--- src/rtl/core/gmum_pkg.sv ---
// ----------------------------------------------------------------------------
// gmum_pkg: shared types for the grid maze union-merge block
// Result codes, direction codes and the command/status bundles that pass
// between the controller and the datapath.
// ----------------------------------------------------------------------------
package gmum_pkg;

  // width of a grid coordinate on the channels
  localparam int unsigned COORD_W = 4;

  // item kind code for a grid restart (anything else is a carve attempt)
  localparam logic KIND_RESTART = 1'b0;

  // result status codes
  typedef enum logic [1:0] {
    STATUS_REJECT = 2'd0,
    STATUS_SAME   = 2'd1,
    STATUS_OPENED = 2'd2,
    STATUS_IDLE   = 2'd3
  } status_e;

  // carve direction codes
  typedef enum logic [1:0] {
    DIR_ROW_INC = 2'd0,
    DIR_COL_INC = 2'd1,
    DIR_ROW_DEC = 2'd2,
    DIR_COL_DEC = 2'd3
  } dir_e;

  // RAM read address select
  typedef enum logic [1:0] {
    RSEL_SCAN  = 2'd0,
    RSEL_START = 2'd1,
    RSEL_WALL  = 2'd2,
    RSEL_FAR   = 2'd3
  } rd_sel_e;

  // controller -> datapath commands
  typedef struct packed {
    logic    load;          // capture an accepted beat
    rd_sel_e rd_sel;        // which cell to read this cycle
    logic    cap_start;     // read data belongs to the start cell
    logic    cap_wall;      // read data belongs to the wall cell
    logic    cap_far;       // read data belongs to the far cell
    logic    wall_wr;       // open the wall with the larger label
    logic    scan_clr;      // rewind the sweep counters
    logic    init_step;     // write one cell of the initial grid
    logic    relabel_step;  // read one cell for relabeling
    logic    fin_load;      // update the finished flag
    logic    res_load;      // load the result register
    status_e res_status;    // status code for the result
  } ctrl_cmd_t;

  // datapath -> controller status
  typedef struct packed {
    logic bounds_ok;   // start, wall and far cell of the offered beat in grid
    logic finished;    // all open cells share the last label
    logic scan_last;   // sweep counter on the last cell
    logic start_open;  // start cell is open
    logic merge_ok;    // wall closed, far cell open, labels differ
  } dp_stat_t;

endpackage

--- src/rtl/core/gmum_in_if.sv ---
// ----------------------------------------------------------------------------
// gmum_in_if: request channel
// Valid/ready channel carrying one restart or carve attempt per beat.
// ----------------------------------------------------------------------------
interface gmum_in_if;
  logic                         valid;
  logic                         ready;
  logic                         kind;
  logic [gmum_pkg::COORD_W-1:0] cell_row;
  logic [gmum_pkg::COORD_W-1:0] cell_col;
  logic [1:0]                   direction;

  modport source (output valid, kind, cell_row, cell_col, direction, input ready);
  modport sink   (input valid, kind, cell_row, cell_col, direction, output ready);
endinterface

--- src/rtl/core/gmum_out_if.sv ---
// ----------------------------------------------------------------------------
// gmum_out_if: result channel
// Valid/ready channel carrying one result beat per request.
// ----------------------------------------------------------------------------
interface gmum_out_if;
  logic                         valid;
  logic                         ready;
  logic [1:0]                   status;
  logic [gmum_pkg::COORD_W-1:0] wall_row;
  logic [gmum_pkg::COORD_W-1:0] wall_col;
  logic                         done_res;

  modport source (output valid, status, wall_row, wall_col, done_res, input ready);
  modport sink   (input valid, status, wall_row, wall_col, done_res, output ready);
endinterface

--- src/rtl/core/gmum_ram.sv ---
// ----------------------------------------------------------------------------
// gmum_ram: generic simple dual-port RAM
// One write port, one read port, registered read data.
// ----------------------------------------------------------------------------
module gmum_ram #(
  parameter int unsigned DATA_W = 8,
  parameter int unsigned DEPTH  = 256
) (
  input  logic                     clk_i,
  input  logic                     we_i,
  input  logic [$clog2(DEPTH)-1:0] waddr_i,
  input  logic [DATA_W-1:0]        wdata_i,
  input  logic [$clog2(DEPTH)-1:0] raddr_i,
  output logic [DATA_W-1:0]        rdata_o
);

  logic [DATA_W-1:0] mem_q [DEPTH];
  logic [DATA_W-1:0] rdata_q;

  // write port
  always_ff @(posedge clk_i) begin
    if (we_i) begin
      mem_q[waddr_i] <= wdata_i;
    end
  end

  // registered read port
  always_ff @(posedge clk_i) begin
    rdata_q <= mem_q[raddr_i];
  end

  assign rdata_o = rdata_q;

endmodule

--- src/rtl/core/gmum_ctrl.sv ---
// ----------------------------------------------------------------------------
// gmum_ctrl: sequencing controller
// Walks each beat through dispatch, cell reads, merge decision, relabel
// sweep and result hand-off; also runs the grid init sweep.
// ----------------------------------------------------------------------------
module gmum_ctrl (
  input  logic                 clk_i,
  input  logic                 rst_ni,
  input  logic                 in_valid_i,
  input  logic                 in_kind_i,
  output logic                 in_ready_o,
  output logic                 out_valid_o,
  input  logic                 out_ready_i,
  input  gmum_pkg::dp_stat_t   stat_i,
  output gmum_pkg::ctrl_cmd_t  cmd_o
);

  typedef enum logic [3:0] {
    ST_BOOT,
    ST_IDLE,
    ST_RESTART,
    ST_RD_START,
    ST_RD_WALL,
    ST_RD_FAR,
    ST_RD_LAST,
    ST_CHECK,
    ST_SCAN,
    ST_TAIL,
    ST_REPORT
  } state_e;

  state_e              state_q, state_d;
  gmum_pkg::status_e   status_q, status_d;
  logic                out_valid_q, out_valid_d;
  logic                accept;
  logic                out_free;
  gmum_pkg::ctrl_cmd_t cmd;

  assign in_ready_o  = (state_q == ST_IDLE);
  assign accept      = in_valid_i && in_ready_o;
  assign out_free    = !out_valid_q || out_ready_i;
  assign out_valid_o = out_valid_q;
  assign cmd_o       = cmd;

  // next state and commands
  always_comb begin
    state_d        = state_q;
    status_d       = status_q;
    cmd            = '0;
    cmd.rd_sel     = gmum_pkg::RSEL_SCAN;
    cmd.res_status = status_q;

    unique case (state_q)
      ST_BOOT: begin
        cmd.init_step = 1'b1;
        if (stat_i.scan_last) begin
          cmd.fin_load = 1'b1;
          state_d      = ST_IDLE;
        end
      end
      ST_IDLE: begin
        cmd.scan_clr = 1'b1;
        if (accept) begin
          cmd.load = 1'b1;
          if (in_kind_i == gmum_pkg::KIND_RESTART) begin
            state_d = ST_RESTART;
          end else if (stat_i.finished) begin
            status_d = gmum_pkg::STATUS_IDLE;
            state_d  = ST_REPORT;
          end else if (!stat_i.bounds_ok) begin
            status_d = gmum_pkg::STATUS_REJECT;
            state_d  = ST_REPORT;
          end else begin
            state_d = ST_RD_START;
          end
        end
      end
      ST_RESTART: begin
        cmd.init_step = 1'b1;
        if (stat_i.scan_last) begin
          cmd.fin_load = 1'b1;
          status_d     = gmum_pkg::STATUS_IDLE;
          state_d      = ST_REPORT;
        end
      end
      ST_RD_START: begin
        cmd.rd_sel = gmum_pkg::RSEL_START;
        state_d    = ST_RD_WALL;
      end
      ST_RD_WALL: begin
        cmd.rd_sel    = gmum_pkg::RSEL_WALL;
        cmd.cap_start = 1'b1;
        state_d       = ST_RD_FAR;
      end
      ST_RD_FAR: begin
        cmd.rd_sel   = gmum_pkg::RSEL_FAR;
        cmd.cap_wall = 1'b1;
        state_d      = ST_RD_LAST;
      end
      ST_RD_LAST: begin
        cmd.cap_far = 1'b1;
        state_d     = ST_CHECK;
      end
      ST_CHECK: begin
        if (!stat_i.start_open) begin
          status_d = gmum_pkg::STATUS_REJECT;
          state_d  = ST_REPORT;
        end else if (!stat_i.merge_ok) begin
          status_d = gmum_pkg::STATUS_SAME;
          state_d  = ST_REPORT;
        end else begin
          cmd.wall_wr = 1'b1;
          status_d    = gmum_pkg::STATUS_OPENED;
          state_d     = ST_SCAN;
        end
      end
      ST_SCAN: begin
        cmd.relabel_step = 1'b1;
        if (stat_i.scan_last) begin
          state_d = ST_TAIL;
        end
      end
      ST_TAIL: begin
        // last read returns here; its write and the done check finish now
        cmd.fin_load = 1'b1;
        state_d      = ST_REPORT;
      end
      ST_REPORT: begin
        if (out_free) begin
          cmd.res_load = 1'b1;
          state_d      = ST_IDLE;
        end
      end
      default: begin
        state_d = ST_IDLE;
      end
    endcase

    // output beat valid
    if (cmd.res_load) begin
      out_valid_d = 1'b1;
    end else if (out_ready_i) begin
      out_valid_d = 1'b0;
    end else begin
      out_valid_d = out_valid_q;
    end
  end

  // state and registered outputs
  always_ff @(posedge clk_i or negedge rst_ni) begin
    if (!rst_ni) begin
      state_q     <= ST_BOOT;
      status_q    <= gmum_pkg::STATUS_REJECT;
      out_valid_q <= 1'b0;
    end else begin
      state_q     <= state_d;
      status_q    <= status_d;
      out_valid_q <= out_valid_d;
    end
  end

endmodule

--- src/rtl/core/gmum_dp.sv ---
// ----------------------------------------------------------------------------
// gmum_dp: grid datapath
// Cell RAM (open bit and group label), coordinate and address logic,
// sweep counters for init and relabel, done tracking and result register.
// ----------------------------------------------------------------------------
module gmum_dp #(
  parameter int unsigned GRID_SIDE = 15
) (
  input  logic                         clk_i,
  input  logic                         rst_ni,
  input  gmum_pkg::ctrl_cmd_t          cmd_i,
  output gmum_pkg::dp_stat_t           stat_o,
  input  logic [gmum_pkg::COORD_W-1:0] cell_row_i,
  input  logic [gmum_pkg::COORD_W-1:0] cell_col_i,
  input  logic [1:0]                   direction_i,
  output logic [1:0]                   status_o,
  output logic [gmum_pkg::COORD_W-1:0] wall_row_o,
  output logic [gmum_pkg::COORD_W-1:0] wall_col_o,
  output logic                         done_res_o
);

  localparam int unsigned CELLS  = GRID_SIDE * GRID_SIDE;
  localparam int unsigned AW     = $clog2(CELLS);
  localparam int unsigned RW     = $clog2(GRID_SIDE);
  localparam int unsigned HALF   = (GRID_SIDE + 1) / 2;
  localparam int unsigned NLABEL = HALF * HALF;
  localparam int unsigned LW     = $clog2(NLABEL);
  localparam int unsigned DW     = LW + 1;
  localparam int unsigned CW     = $clog2(GRID_SIDE + 16);
  localparam int unsigned CW4    = gmum_pkg::COORD_W;

  localparam logic [LW-1:0] LAST_LABEL = LW'(NLABEL - 1);

  // beat decode
  gmum_pkg::dir_e dir;
  logic [CW-1:0]  rr, cc, side;
  logic           start_in, far_in, dir_inc;
  logic [AW-1:0]  row_a, addr_s, off_w, off_f;
  logic [CW4-1:0] wr4, wc4;

  // captured beat
  logic [AW-1:0]  addr_s_q, addr_w_q, addr_f_q;
  logic [CW4-1:0] wall_r_q, wall_c_q;

  // captured cell reads
  logic          start_open_q, wall_open_q, far_open_q;
  logic [LW-1:0] a_q, b_q, hi, lo;

  // sweep
  logic [AW-1:0] idx_q, pend_addr_q;
  logic [RW-1:0] row_q, col_q;
  logic [LW-1:0] lbl_q;
  logic          pend_q;
  logic          scan_last;
  logic          init_open;
  logic [LW-1:0] init_label;

  // RAM ports
  logic          we;
  logic [AW-1:0] waddr, raddr;
  logic [DW-1:0] wdata, rdata;
  logic          rd_open;
  logic [LW-1:0] rd_label, new_label;
  logic          hit;

  // done tracking
  logic chk_en, chk_first, chk_ok, acc;
  logic merged_q, finished_q;

  // result register
  gmum_pkg::status_e res_status_q;
  logic [CW4-1:0]    res_wr_q, res_wc_q;
  logic              res_done_q;

  // bounds and addresses of the offered beat
  assign dir     = gmum_pkg::dir_e'(direction_i);
  assign rr      = CW'(cell_row_i);
  assign cc      = CW'(cell_col_i);
  assign side    = CW'(GRID_SIDE);
  assign row_a   = AW'(cell_row_i);
  assign addr_s  = AW'(row_a * AW'(GRID_SIDE)) + AW'(cell_col_i);
  assign start_in = (rr < side) && (cc < side);

  always_comb begin
    unique case (dir)
      gmum_pkg::DIR_ROW_INC: begin
        far_in  = (rr + CW'(2)) < side;
        dir_inc = 1'b1;
        off_w   = AW'(GRID_SIDE);
        off_f   = AW'(2 * GRID_SIDE);
        wr4     = cell_row_i + CW4'(1);
        wc4     = cell_col_i;
      end
      gmum_pkg::DIR_COL_INC: begin
        far_in  = (cc + CW'(2)) < side;
        dir_inc = 1'b1;
        off_w   = AW'(1);
        off_f   = AW'(2);
        wr4     = cell_row_i;
        wc4     = cell_col_i + CW4'(1);
      end
      gmum_pkg::DIR_ROW_DEC: begin
        far_in  = rr >= CW'(2);
        dir_inc = 1'b0;
        off_w   = AW'(GRID_SIDE);
        off_f   = AW'(2 * GRID_SIDE);
        wr4     = cell_row_i - CW4'(1);
        wc4     = cell_col_i;
      end
      gmum_pkg::DIR_COL_DEC: begin
        far_in  = cc >= CW'(2);
        dir_inc = 1'b0;
        off_w   = AW'(1);
        off_f   = AW'(2);
        wr4     = cell_row_i;
        wc4     = cell_col_i - CW4'(1);
      end
      default: begin
        far_in  = 1'b0;
        dir_inc = 1'b1;
        off_w   = '0;
        off_f   = '0;
        wr4     = cell_row_i;
        wc4     = cell_col_i;
      end
    endcase
  end

  // capture the beat
  always_ff @(posedge clk_i) begin
    if (cmd_i.load) begin
      addr_s_q <= addr_s;
      addr_w_q <= dir_inc ? addr_s + off_w : addr_s - off_w;
      addr_f_q <= dir_inc ? addr_s + off_f : addr_s - off_f;
      wall_r_q <= wr4;
      wall_c_q <= wc4;
    end
  end

  // RAM read data split
  assign rd_open  = rdata[LW];
  assign rd_label = rdata[LW-1:0];

  // capture start, wall and far cell contents
  always_ff @(posedge clk_i) begin
    if (cmd_i.cap_start) begin
      start_open_q <= rd_open;
      a_q          <= rd_label;
    end
    if (cmd_i.cap_wall) begin
      wall_open_q <= rd_open;
    end
    if (cmd_i.cap_far) begin
      far_open_q <= rd_open;
      b_q        <= rd_label;
    end
  end

  assign hi = (a_q > b_q) ? a_q : b_q;
  assign lo = (a_q > b_q) ? b_q : a_q;

  // sweep counters, shared by init and relabel
  assign scan_last  = (idx_q == AW'(CELLS - 1));
  assign init_open  = !row_q[0] && !col_q[0];
  assign init_label = init_open ? lbl_q : '0;

  always_ff @(posedge clk_i or negedge rst_ni) begin
    if (!rst_ni) begin
      idx_q  <= '0;
      row_q  <= '0;
      col_q  <= '0;
      lbl_q  <= '0;
      pend_q <= 1'b0;
    end else begin
      pend_q <= cmd_i.relabel_step;
      if (cmd_i.scan_clr) begin
        idx_q <= '0;
        row_q <= '0;
        col_q <= '0;
        lbl_q <= '0;
      end else if (cmd_i.init_step || cmd_i.relabel_step) begin
        idx_q <= idx_q + AW'(1);
        if (col_q == RW'(GRID_SIDE - 1)) begin
          col_q <= '0;
          row_q <= row_q + RW'(1);
        end else begin
          col_q <= col_q + RW'(1);
        end
        if (cmd_i.init_step && init_open) begin
          lbl_q <= lbl_q + LW'(1);
        end
      end
    end
  end

  always_ff @(posedge clk_i) begin
    pend_addr_q <= idx_q;
  end

  // relabel: a cell carrying the smaller label takes the larger
  assign hit       = rd_open && (rd_label == lo);
  assign new_label = hit ? hi : rd_label;

  // RAM write and read port select
  always_comb begin
    we    = 1'b0;
    waddr = idx_q;
    wdata = {init_open, init_label};
    if (cmd_i.init_step) begin
      we = 1'b1;
    end else if (cmd_i.wall_wr) begin
      we    = 1'b1;
      waddr = addr_w_q;
      wdata = {1'b1, hi};
    end else if (pend_q) begin
      we    = hit;
      waddr = pend_addr_q;
      wdata = {1'b1, hi};
    end

    case (cmd_i.rd_sel)
      gmum_pkg::RSEL_START: raddr = addr_s_q;
      gmum_pkg::RSEL_WALL:  raddr = addr_w_q;
      gmum_pkg::RSEL_FAR:   raddr = addr_f_q;
      default:              raddr = idx_q;
    endcase
  end

  gmum_ram #(
    .DATA_W (DW),
    .DEPTH  (CELLS)
  ) u_cells (
    .clk_i   (clk_i),
    .we_i    (we),
    .waddr_i (waddr),
    .wdata_i (wdata),
    .raddr_i (raddr),
    .rdata_o (rdata)
  );

  // done check: every open cell written in the sweep holds the last label
  always_comb begin
    chk_en    = 1'b0;
    chk_first = 1'b0;
    chk_ok    = 1'b1;
    if (cmd_i.init_step) begin
      chk_en    = 1'b1;
      chk_first = (idx_q == '0);
      chk_ok    = !init_open || (init_label == LAST_LABEL);
    end else if (pend_q) begin
      chk_en    = 1'b1;
      chk_first = (pend_addr_q == '0);
      chk_ok    = !rd_open || (new_label == LAST_LABEL);
    end
    acc = chk_first ? chk_ok : (merged_q && chk_ok);
  end

  always_ff @(posedge clk_i or negedge rst_ni) begin
    if (!rst_ni) begin
      merged_q   <= 1'b0;
      finished_q <= 1'b0;
    end else begin
      if (chk_en) begin
        merged_q <= acc;
      end
      if (cmd_i.fin_load) begin
        finished_q <= acc;
      end
    end
  end

  // result register
  always_ff @(posedge clk_i) begin
    if (cmd_i.res_load) begin
      res_status_q <= cmd_i.res_status;
      res_done_q   <= finished_q;
      if (cmd_i.res_status == gmum_pkg::STATUS_OPENED) begin
        res_wr_q <= wall_r_q;
        res_wc_q <= wall_c_q;
      end else begin
        res_wr_q <= '0;
        res_wc_q <= '0;
      end
    end
  end

  assign status_o   = res_status_q;
  assign wall_row_o = res_wr_q;
  assign wall_col_o = res_wc_q;
  assign done_res_o = res_done_q;

  // status to the controller
  assign stat_o.bounds_ok  = start_in && far_in;
  assign stat_o.finished   = finished_q;
  assign stat_o.scan_last  = scan_last;
  assign stat_o.start_open = start_open_q;
  assign stat_o.merge_ok   = !wall_open_q && far_open_q && (a_q != b_q);

endmodule

--- src/rtl/core/grid_maze_union_merge.sv ---
// ----------------------------------------------------------------------------
// grid_maze_union_merge: maze carving by group merge on a square grid
// Restart beats rebuild the grid; carve beats open a wall between two cells
// of different groups and relabel the smaller group across the grid.
// ----------------------------------------------------------------------------
// A wall-opening carve raises its result after its cell reads, the merge
// decision and one sweep over the cell RAM, one cell per cycle; a restart
// raises its result after one init sweep; other carve results need no sweep.
// Throughput: one beat at a time, set by the one-cell-per-cycle relabel sweep.
// Reset: an init sweep of the cell RAM runs first; no request beat is
// taken until it ends.
module grid_maze_union_merge #(
  parameter int unsigned GRID_SIDE = 15
) (
  input  logic        clk_i,
  input  logic        rst_ni,
  gmum_in_if.sink     in_i,
  gmum_out_if.source  out_o
);

  gmum_pkg::ctrl_cmd_t cmd;
  gmum_pkg::dp_stat_t  stat;
  logic                in_ready;
  logic                out_valid;

  assign in_i.ready  = in_ready;
  assign out_o.valid = out_valid;

  // sequencing
  gmum_ctrl u_ctrl (
    .clk_i       (clk_i),
    .rst_ni      (rst_ni),
    .in_valid_i  (in_i.valid),
    .in_kind_i   (in_i.kind),
    .in_ready_o  (in_ready),
    .out_valid_o (out_valid),
    .out_ready_i (out_o.ready),
    .stat_i      (stat),
    .cmd_o       (cmd)
  );

  // grid storage and arithmetic
  gmum_dp #(
    .GRID_SIDE (GRID_SIDE)
  ) u_dp (
    .clk_i       (clk_i),
    .rst_ni      (rst_ni),
    .cmd_i       (cmd),
    .stat_o      (stat),
    .cell_row_i  (in_i.cell_row),
    .cell_col_i  (in_i.cell_col),
    .direction_i (in_i.direction),
    .status_o    (out_o.status),
    .wall_row_o  (out_o.wall_row),
    .wall_col_o  (out_o.wall_col),
    .done_res_o  (out_o.done_res)
  );

endmodule
--- src/flat_wrapper.sv ---
// flat-port wrapper written by rule: the top's interface ports become plain ports
module grid_maze_union_merge_flat 
#(
  parameter int unsigned GRID_SIDE = 15
)
  (clk_i, rst_ni, in_i_valid, in_i_kind, in_i_cell_row, in_i_cell_col, in_i_direction, in_i_ready, out_o_valid, out_o_status, out_o_wall_row, out_o_wall_col, out_o_done_res, out_o_ready);
  gmum_in_if in_i_i ();
  gmum_out_if out_o_i ();
  input  logic clk_i;
  input  logic rst_ni;
  input wire logic [$bits(in_i_i.valid)-1:0] in_i_valid;
  input wire logic [$bits(in_i_i.kind)-1:0] in_i_kind;
  input wire logic [$bits(in_i_i.cell_row)-1:0] in_i_cell_row;
  input wire logic [$bits(in_i_i.cell_col)-1:0] in_i_cell_col;
  input wire logic [$bits(in_i_i.direction)-1:0] in_i_direction;
  output wire logic [$bits(in_i_i.ready)-1:0] in_i_ready;
  output wire logic [$bits(out_o_i.valid)-1:0] out_o_valid;
  output wire logic [$bits(out_o_i.status)-1:0] out_o_status;
  output wire logic [$bits(out_o_i.wall_row)-1:0] out_o_wall_row;
  output wire logic [$bits(out_o_i.wall_col)-1:0] out_o_wall_col;
  output wire logic [$bits(out_o_i.done_res)-1:0] out_o_done_res;
  input wire logic [$bits(out_o_i.ready)-1:0] out_o_ready;
  assign in_i_i.valid = in_i_valid;
  assign in_i_i.kind = in_i_kind;
  assign in_i_i.cell_row = in_i_cell_row;
  assign in_i_i.cell_col = in_i_cell_col;
  assign in_i_i.direction = in_i_direction;
  assign in_i_ready = in_i_i.ready;
  assign out_o_valid = out_o_i.valid;
  assign out_o_status = out_o_i.status;
  assign out_o_wall_row = out_o_i.wall_row;
  assign out_o_wall_col = out_o_i.wall_col;
  assign out_o_done_res = out_o_i.done_res;
  assign out_o_i.ready = out_o_ready;
  grid_maze_union_merge #(.GRID_SIDE(GRID_SIDE)) u_core (.clk_i(clk_i), .rst_ni(rst_ni), .in_i(in_i_i), .out_o(out_o_i));
endmodule
--- config.mk ---
export PLATFORM = sky130hd
export DESIGN_NAME = grid_maze_union_merge_flat
export DESIGN_NICKNAME = d
export VERILOG_FILES = /design/src/rtl/core/gmum_pkg.sv /design/src/rtl/core/gmum_in_if.sv /design/src/rtl/core/gmum_out_if.sv /design/src/rtl/core/gmum_ram.sv /design/src/rtl/core/gmum_ctrl.sv /design/src/rtl/core/gmum_dp.sv /design/src/rtl/core/grid_maze_union_merge.sv /design/src/flat_wrapper.sv
export SDC_FILE = /design/constraint.sdc
export NUM_CORES = 2
export LEC_CHECK = 0
export ABC_CLOCK_PERIOD_IN_PS = 11000
export BUFFER_PORTS_ARGS = -buffer_cell sky130_fd_sc_hd__buf_4
export CORE_MARGIN = 10
export CORE_UTILIZATION = 35
export DETAILED_ROUTE_END_ITERATION = 8
export PLACE_DENSITY = 0.55
export SYNTH_ARGS = -nofsm -noshare
export SYNTH_HDL_FRONTEND = slang
export SYNTH_SLANG_ARGS = --single-unit
--- constraint.sdc ---
create_clock -name clk_i -period 11 [get_ports clk_i]
set_clock_uncertainty 0.1 [all_clocks]
set_input_delay 1.65 -clock clk_i [delete_from_list [all_inputs] [get_ports clk_i]]
set_output_delay 1.65 -clock clk_i [all_outputs]
set_load 0.03 [all_outputs]
# --- Word-level counts from Yosys, hierarchy flattened ---
# Memory sizes are Yosys's and may differ from the RTL's. A register that Yosys moved wholly into a read port is not among the register bits.
# Cells that the tools add are included.
classes:
  n_addsub: 15
  reduce_logical: 37
  bitwise_logic: 0
  mul: 1
  div_mod_pow: 0
  n_lt_le_gt_ge: 7
  eq_ne: 30
  shift: 0
  mux: 79
ops:
  columns: ["op", "count"]
  rows:
  - ["4-bit 2-to-1 mux", 14]
  - ["8-bit 2-to-1 mux", 7]
  - ["4-bit one-hot mux with 11 select lines", 1]
  - ["6-bit 2-to-1 mux", 7]
  - ["8-bit one-hot mux with 2 select lines", 2]
  - ["1-bit 2-to-1 mux", 28]
  - ["4-bit one-hot mux with 3 select lines", 2]
  - ["8-bit one-hot mux with 3 select lines", 1]
  - ["7-bit 2-to-1 mux", 3]
  - ["2-bit 2-to-1 mux", 9]
  - ["4-bit by 1-bit adder with 4-bit output, second input constant", 4]
  - ["8-bit adder", 2]
  - ["4-bit by 3-bit equality test with 1-bit output, second input constant", 4]
  - ["4-bit equality test, second input constant", 4]
  - ["8-bit zero test", 2]
  - ["8-bit subtractor", 2]
  - ["6-bit equality test, second input constant", 2]
  - ["2-bit one-hot mux with 3 select lines", 2]
  - ["4-bit by 2-bit adder with 5-bit output, second input constant", 2]
  - ["2-bit equality test, second input constant", 5]
  - ["5-bit by 4-bit less-than comparator with 1-bit output, second input constant", 2]
  - ["2-bit inequality test, second input constant", 5]
  - ["5-bit AND reduction", 2]
  - ["2-bit OR reduction", 5]
  - ["26 further kinds", 52]
totals:
  reg_bits: 98
  elab_cells: 195
  input_bits: 15
  n_memories: 1
  out_inout_bits: 13
  romBits: 0
  latchBits: 0
  mem_bits_rw: 1575
mem_list:
  columns: ["memory", "depth", "width", "read_ports", "rd_clocked_by_memory_dff", "write_ports", "line_no", "rtl"]
  rows:
  - ["u_core.u_dp.u_cells.mem_q", 225, 7, 1, 1, 1, "gmum_ram.sv:17", "logic [DATA_W-1:0] mem_q [DEPTH];"]

# --- Logic depth before layout (Yosys ltp) ---
depth:
  ltp_word: 11
  depth_mapped: 17
  ltp_nobuf: 16

# --- Hierarchy ---
# Synthesis repeated with hierarchy kept, for this count alone.
unflattened:
  cells_unflattened: 3480
  hier_area_um2: 67716.2
modules_own_cells:
  columns: ["module", "seq_area_each_um2", "area_per_inst_um2", "cells_per_inst", "n_inst"]
  rows:
  - ["gmum_ram", 47435.5, 61666.6, 2915, 1]
  - ["gmum_dp", 2422.3, 5402.7, 489, 1]
  - ["gmum_ctrl", 175.2, 646.9, 76, 1]

# --- Least setup slack after synthesis ---
# No wires, ideal clock.
synth_path:
  path_kind: "register -> register"
  start: "reg u_core.u_dp.a_q[4]"
  end: "mem u_core.u_dp.u_cells.mem_q[0][2] (netlist name) (data pin)"
  required_time_ps: 9489
  path_stages_with_launch: 12
  period_less_slack_ps: 9839
  arrival_time_ps: 8328
  setup_slack_ps: 1161
  setup_ps: 1411
  cell_sequence: "edfxtp_1 ha_1 and3_1 nand4_1 and3b_1 nor2b_1 clkbuf_1 clkbuf_1 or2_2 clkbuf_1 a21oi_1 a21oi_1"
synth_via:
  elab_chain_len: 7
  word_cells_on_any_way: 10
synth_rtl:
  columns: ["item", "line_no", "rtl"]
  rows:
  - ["from (decl)", "gmum_dp.sv:47", "logic [LW-1:0] a_q, b_q, hi, lo;"]
  - ["from (signal assigned)", "gmum_dp.sv:148", "a_q <= rd_label;"]
  - ["branches (longest 5 deep; another with 6-bit greater-than comparator)", null, null]
  - ["7-bit 2-to-1 mux (*)", "gmum_dp.sv:211", "end else if (cmd_i.wall_wr) begin"]
  - ["7-bit 2-to-1 mux (*)", "gmum_dp.sv:209", "if (cmd_i.init_step) begin"]
  - ["net u_core.u_dp.u_cells.wdata_i[2]", "gmum_ram.sv:12", "input logic [DATA_W-1:0] wdata_i,"]
  - ["to (decl)", "gmum_ram.sv:17", null]
# Mark *: on every way through the listed nets, which the timed path passes.

# --- Final worst setup path ---
layout_path:
  start: "reg u_core.u_ctrl.state_q[0]"
  end: "reg u_core.u_dp.u_cells.rdata_q[4] (netlist: u_core.u_dp.u_cells.rdata_o[4]), read port of u_core.u_dp.u_cells.mem_q"
layout_via:
  elab_chain_len: 4
  word_cells_on_any_way: 8
layout_rtl:
  columns: ["item", "line_no", "rtl"]
  rows:
  - ["from (decl)", "gmum_ctrl.sv:32", "state_e state_q, state_d;"]
  - ["from (signal assigned)", "gmum_ctrl.sv:156", "state_q <= state_d;"]
  - ["4-bit by 3-bit equality test with 1-bit output or 4-bit by 2-bit equality test with 1-bit output (tied branches)", "gmum_ctrl.sv:53", "unique case (state_q)"]
  - ["2-bit one-hot mux with 3 select lines (*)", "gmum_ctrl.sv:53", null]
  - ["2-bit equality test or 2-bit by 1-bit equality test with 1-bit output (tied branches)", "gmum_dp.sv:221", "case (cmd_i.rd_sel)"]
  - ["8-bit one-hot mux with 3 select lines (*)", "gmum_dp.sv:221", null]
  - ["to (decl)", "gmum_ram.sv:18", "logic [DATA_W-1:0] rdata_q;"]
# Every way passes the cells marked *; elsewhere a longest branch is shown, timed or not.
# A chain may end at the register's enable or synchronous reset.

==> qor.csv <==
metric;value;unit
GRT Overall Usage;18.4;%
list of cells traversed by the critical path;nor4bb_4 > or3_2 > nand2_8 > buf_4 > buf_4 > nor2_1 > a221oi_1 > a21boi_0 > a211oi_1 > a32oi_1 > a32oi_1 > o41a_1;
syn avg cell area;13.2;um2
number of failing hold endpoints at the final stage;0;
number of remaining DRC errors;0;
delay of the slowest cell on the worst path;0.84;ns
CTS max path bufs;3;
buffer type at the clock tree root;sky130_fd_sc_hd__clkbuf_16;
Critical path buffers and inverters;2;
power per cell area;166;nW/um2
Data arrival, critical path;7.81;ns
met2 wirelength from detailed routing;95500;um
DR top layer;met5;
horizontal extent of the die;467;um
largest area contributor in the synthesized netlist;sky130_fd_sc_hd__edfxtp_1;
top cell family by delay on the critical path;compound AO/OA/AOI/OAI gates;
number of setup violations in the final report;0;
clock tree from TritonCTS;done;
number of iterations in the first detailed-routing pass;6;
Main synth FF type;sky130_fd_sc_hd__edfxtp_1;
number of placed instances with taps included;7698;
required time worst endpoint;11.58;ns
Detailed Route Iter0 Violations;5167;
final setup slack of the worst path;3.78;ns
standard cell core area;198000;um2
Avg Vias per Cell;5.51;
area share of the largest cell type after synthesis;70.1;%
residual antenna-violating net count after detailed routing;0;
number of vias in the routed layout;44188;
first-pass GRT wire length;302000;um
Post-synth EDFFs;1632;
final weighted congestion in routability-driven placement;0.832;
number of sinks driven by the clock tree;1676;
Peak Freq;0.138;GHz
measured slew at the worst slew-check pin;1.45;ns
count of hold-fix buffers inserted at cts;0;
Synthesis Warnings;0;
DIE AREA;218000;um2
filler cell count;18318;
cell types occupying the most area after synthesis;sky130_fd_sc_hd__edfxtp_1 (70%), sky130_fd_sc_hd__nand2_1 (6.4%), sky130_fd_sc_hd__mux2i_1 (2.8%);
total overflow reported by the global router;0;
leakage power total;27.7;nW
total power consumption of the routed design;13.0;mW
setup_tns;0;ns
number of rows created at floorplan;163;
final net count;5311;
worst slack after detailed placement;3.90;ns
routed wire length;207000;um
area delta synth->final;12.1;%
Initial Util;35.3;%
Max-slew headroom;2.29;%
CP startpoint kind;flop;
number of standard cells after synthesis;5286;
synthesized area;69900;um2
non-filler instance count after layout;8018;
length of routed met3 wiring;15700;um
layout cell share with drive strength beyond 1;8.37;%
count of final max-slew check failures;0;
final clock period utilization by the worst path;65.7;%
Final HPWL DP;120000;um
cell at the slowest stage of the critical path;sky130_fd_sc_hd__a32oi_1;
Critical Path End Type;flop;
unrepaired setup endpoints after global routing;false;
initial antenna violation count;10;
largest net degree at the start of global routing;200;
Max VDD drop;0.147;mV
result of the run;complete, no violations;
count of max-cap constraint violations;0;
most frequent standard cell in the layout excluding fill and tap cells;sky130_fd_sc_hd__edfxtp_1;
path type of the worst min-delay path;flop to flop;
via count of the first global-routing pass;42767;
WL per Instance;25.8;um
commonest non-fill, non-tap cells in the layout;sky130_fd_sc_hd__edfxtp_1 (1632), sky130_fd_sc_hd__nand2_1 (1179), sky130_fd_sc_hd__nand3_1 (367);
boundary pin count;28;
Routed met1 length;88800;um
portion of the post-synthesis area used by sequential elements;71.6;%
Clock H-tree levels;4;
vertical die dimension;467;um
post-synthesis net count;5361;
number of synthesized register bits;1676;
latest clock arrival within the worst-skew pair;0.83;ns
I/O Buffers;27;
cts bufs inserted;176;
clock-pin slew reported for the worst setup and hold paths after clock tree synthesis;0.06;ns
number of setup buffers added after CTS;0;
post-synthesis cell type count;89;
time the final worst path needs with I/O delays and setup;7.22;ns
worst-path fanout max;80;
ys async rst share;1.73;%
category of the most critical setup path;flop to flop;
cells resized by post-CTS repair;0;
power breakdown:
group	switching (mW)	internal, mW
Clock	2.55	3.30
Combinational	0.135	0.115
Sequential	0.00000000000000000574	6.92
Total	2.69	10.3
registers in the layout, indices dropped and copies added, names as in the netlist, 2 cells and up:
register and cells:
u_core.u_ctrl.state_q 4, u_core.u_ctrl.status_q 2, u_core.u_dp.a_q 6, u_core.u_dp.addr_f_q 7, u_core.u_dp.addr_s_q 8, u_core.u_dp.addr_w_q 8
u_core.u_dp.b_q 6, u_core.u_dp.col_q 4, u_core.u_dp.idx_q 8, u_core.u_dp.lbl_q 6, u_core.u_dp.pend_addr_q 8, u_core.u_dp.status_o 2
u_core.u_dp.u_cells.mem_q 1575, u_core.u_dp.u_cells.rdata_o 7, u_core.u_dp.wall_c_q 4, u_core.u_dp.wall_col_o 4, u_core.u_dp.wall_r_q 4, u_core.u_dp.wall_row_o 4
synth_stat cells, drive strengths merged, types with 55 or more instances:
cell type  count
a211oi        79
a21oi        221
a311oi        58
a31oi         73
and3          78
buf          224
clkbuf       133
edfxtp      1632
mux2i        198
nand2       1190
nand3        369
nor2         157
nor3         249
o21ai         70
o221ai        55
worst register-to-register path: stages, from the launching register on:
cell and delay (ns):
sky130_fd_sc_hd__dfrtp_1 0.73, sky130_fd_sc_hd__nor4bb_4 0.35, sky130_fd_sc_hd__or3_2 0.82, sky130_fd_sc_hd__nand2_8 0.57, sky130_fd_sc_hd__buf_4 0.76, sky130_fd_sc_hd__buf_4 0.88
sky130_fd_sc_hd__nor2_1 0.44, sky130_fd_sc_hd__a221oi_1 0.77, sky130_fd_sc_hd__a21boi_0 0.25, sky130_fd_sc_hd__a211oi_1 0.08, sky130_fd_sc_hd__a32oi_1 0.84, sky130_fd_sc_hd__a32oi_1 0.30
sky130_fd_sc_hd__o41a_1 0.20
per-layer routing:
metal | GRT usage [%] | vias to the layer above
li1 | - | 19674
met1 | 25.7 | 22450
met2 | 28.7 | 1734
met3 | 3.41 | 322
met4 | 6.14 | 8
met5 | 0 | -
cells by family (layout without fill, tap and decap cells):
| group | after synthesis | after routing | synth area share (%) |
|---|---|---|---|
| other | 0 | 3 | 0 |
| buffers and inverters | 409 | 498 | 2.79 |
| muxes | 216 | 216 | 3.33 |
| adders and majority gates | 60 | 60 | 1.19 |
| AOI/OAI and AO/OA | 746 | 746 | 7.24 |
| xor gates and xnor gates | 41 | 41 | 0.514 |
| DFF | 1676 | 1676 | 71.6 |
| and+or+nand+nor | 2138 | 2138 | 13.4 |
area by class of cell:
cell class	count	area [um2]	area share [%]
Sequential cell	1676	50000	63.8
Multi-Input combinational cell	3201	18200	23.2
Clock buffer	225	4670	5.96
Tap cell	2640	3300	4.21
Timing Repair Buffer	129	1080	1.38
Clock inverter	92	937	1.20
Inverter	52	195	0.249
Antenna cell	3	7.51	0.00958
final timing paths:
kind	start	end	slack, ns	cells past startpoint
worst min register to register	u_core.u_dp.idx_q[1]	u_core.u_dp.pend_addr_q[1]	0.38	0
worst max register to register	u_core.u_ctrl.state_q[0]	u_core.u_dp.u_cells.rdata_o[4]	3.78	12
worst min-delay path	u_core.u_dp.idx_q[1]	u_core.u_dp.pend_addr_q[1]	0.38	0
worst max-delay path	u_core.u_ctrl.state_q[0]	u_core.u_dp.u_cells.rdata_o[4]	3.78	12
min in group asynchronous	rst_ni	u_core.u_dp.col_q[1]	0.67	1
max in group asynchronous	rst_ni	u_core.u_dp.lbl_q[0]	9.83	1
metrics by stage:
step                      util (%)  hold WS, ns  area, um2
after CTS                     39.6        0.375      78400
after global placement        36.7        0.340      72700
after floorplan                  -        0.245      69900
after global routing          39.6        0.381      78400
final                         39.6        0.377      78400
after detailed placement      36.7        0.359      72800
Power figures use the tool's default switching activity.
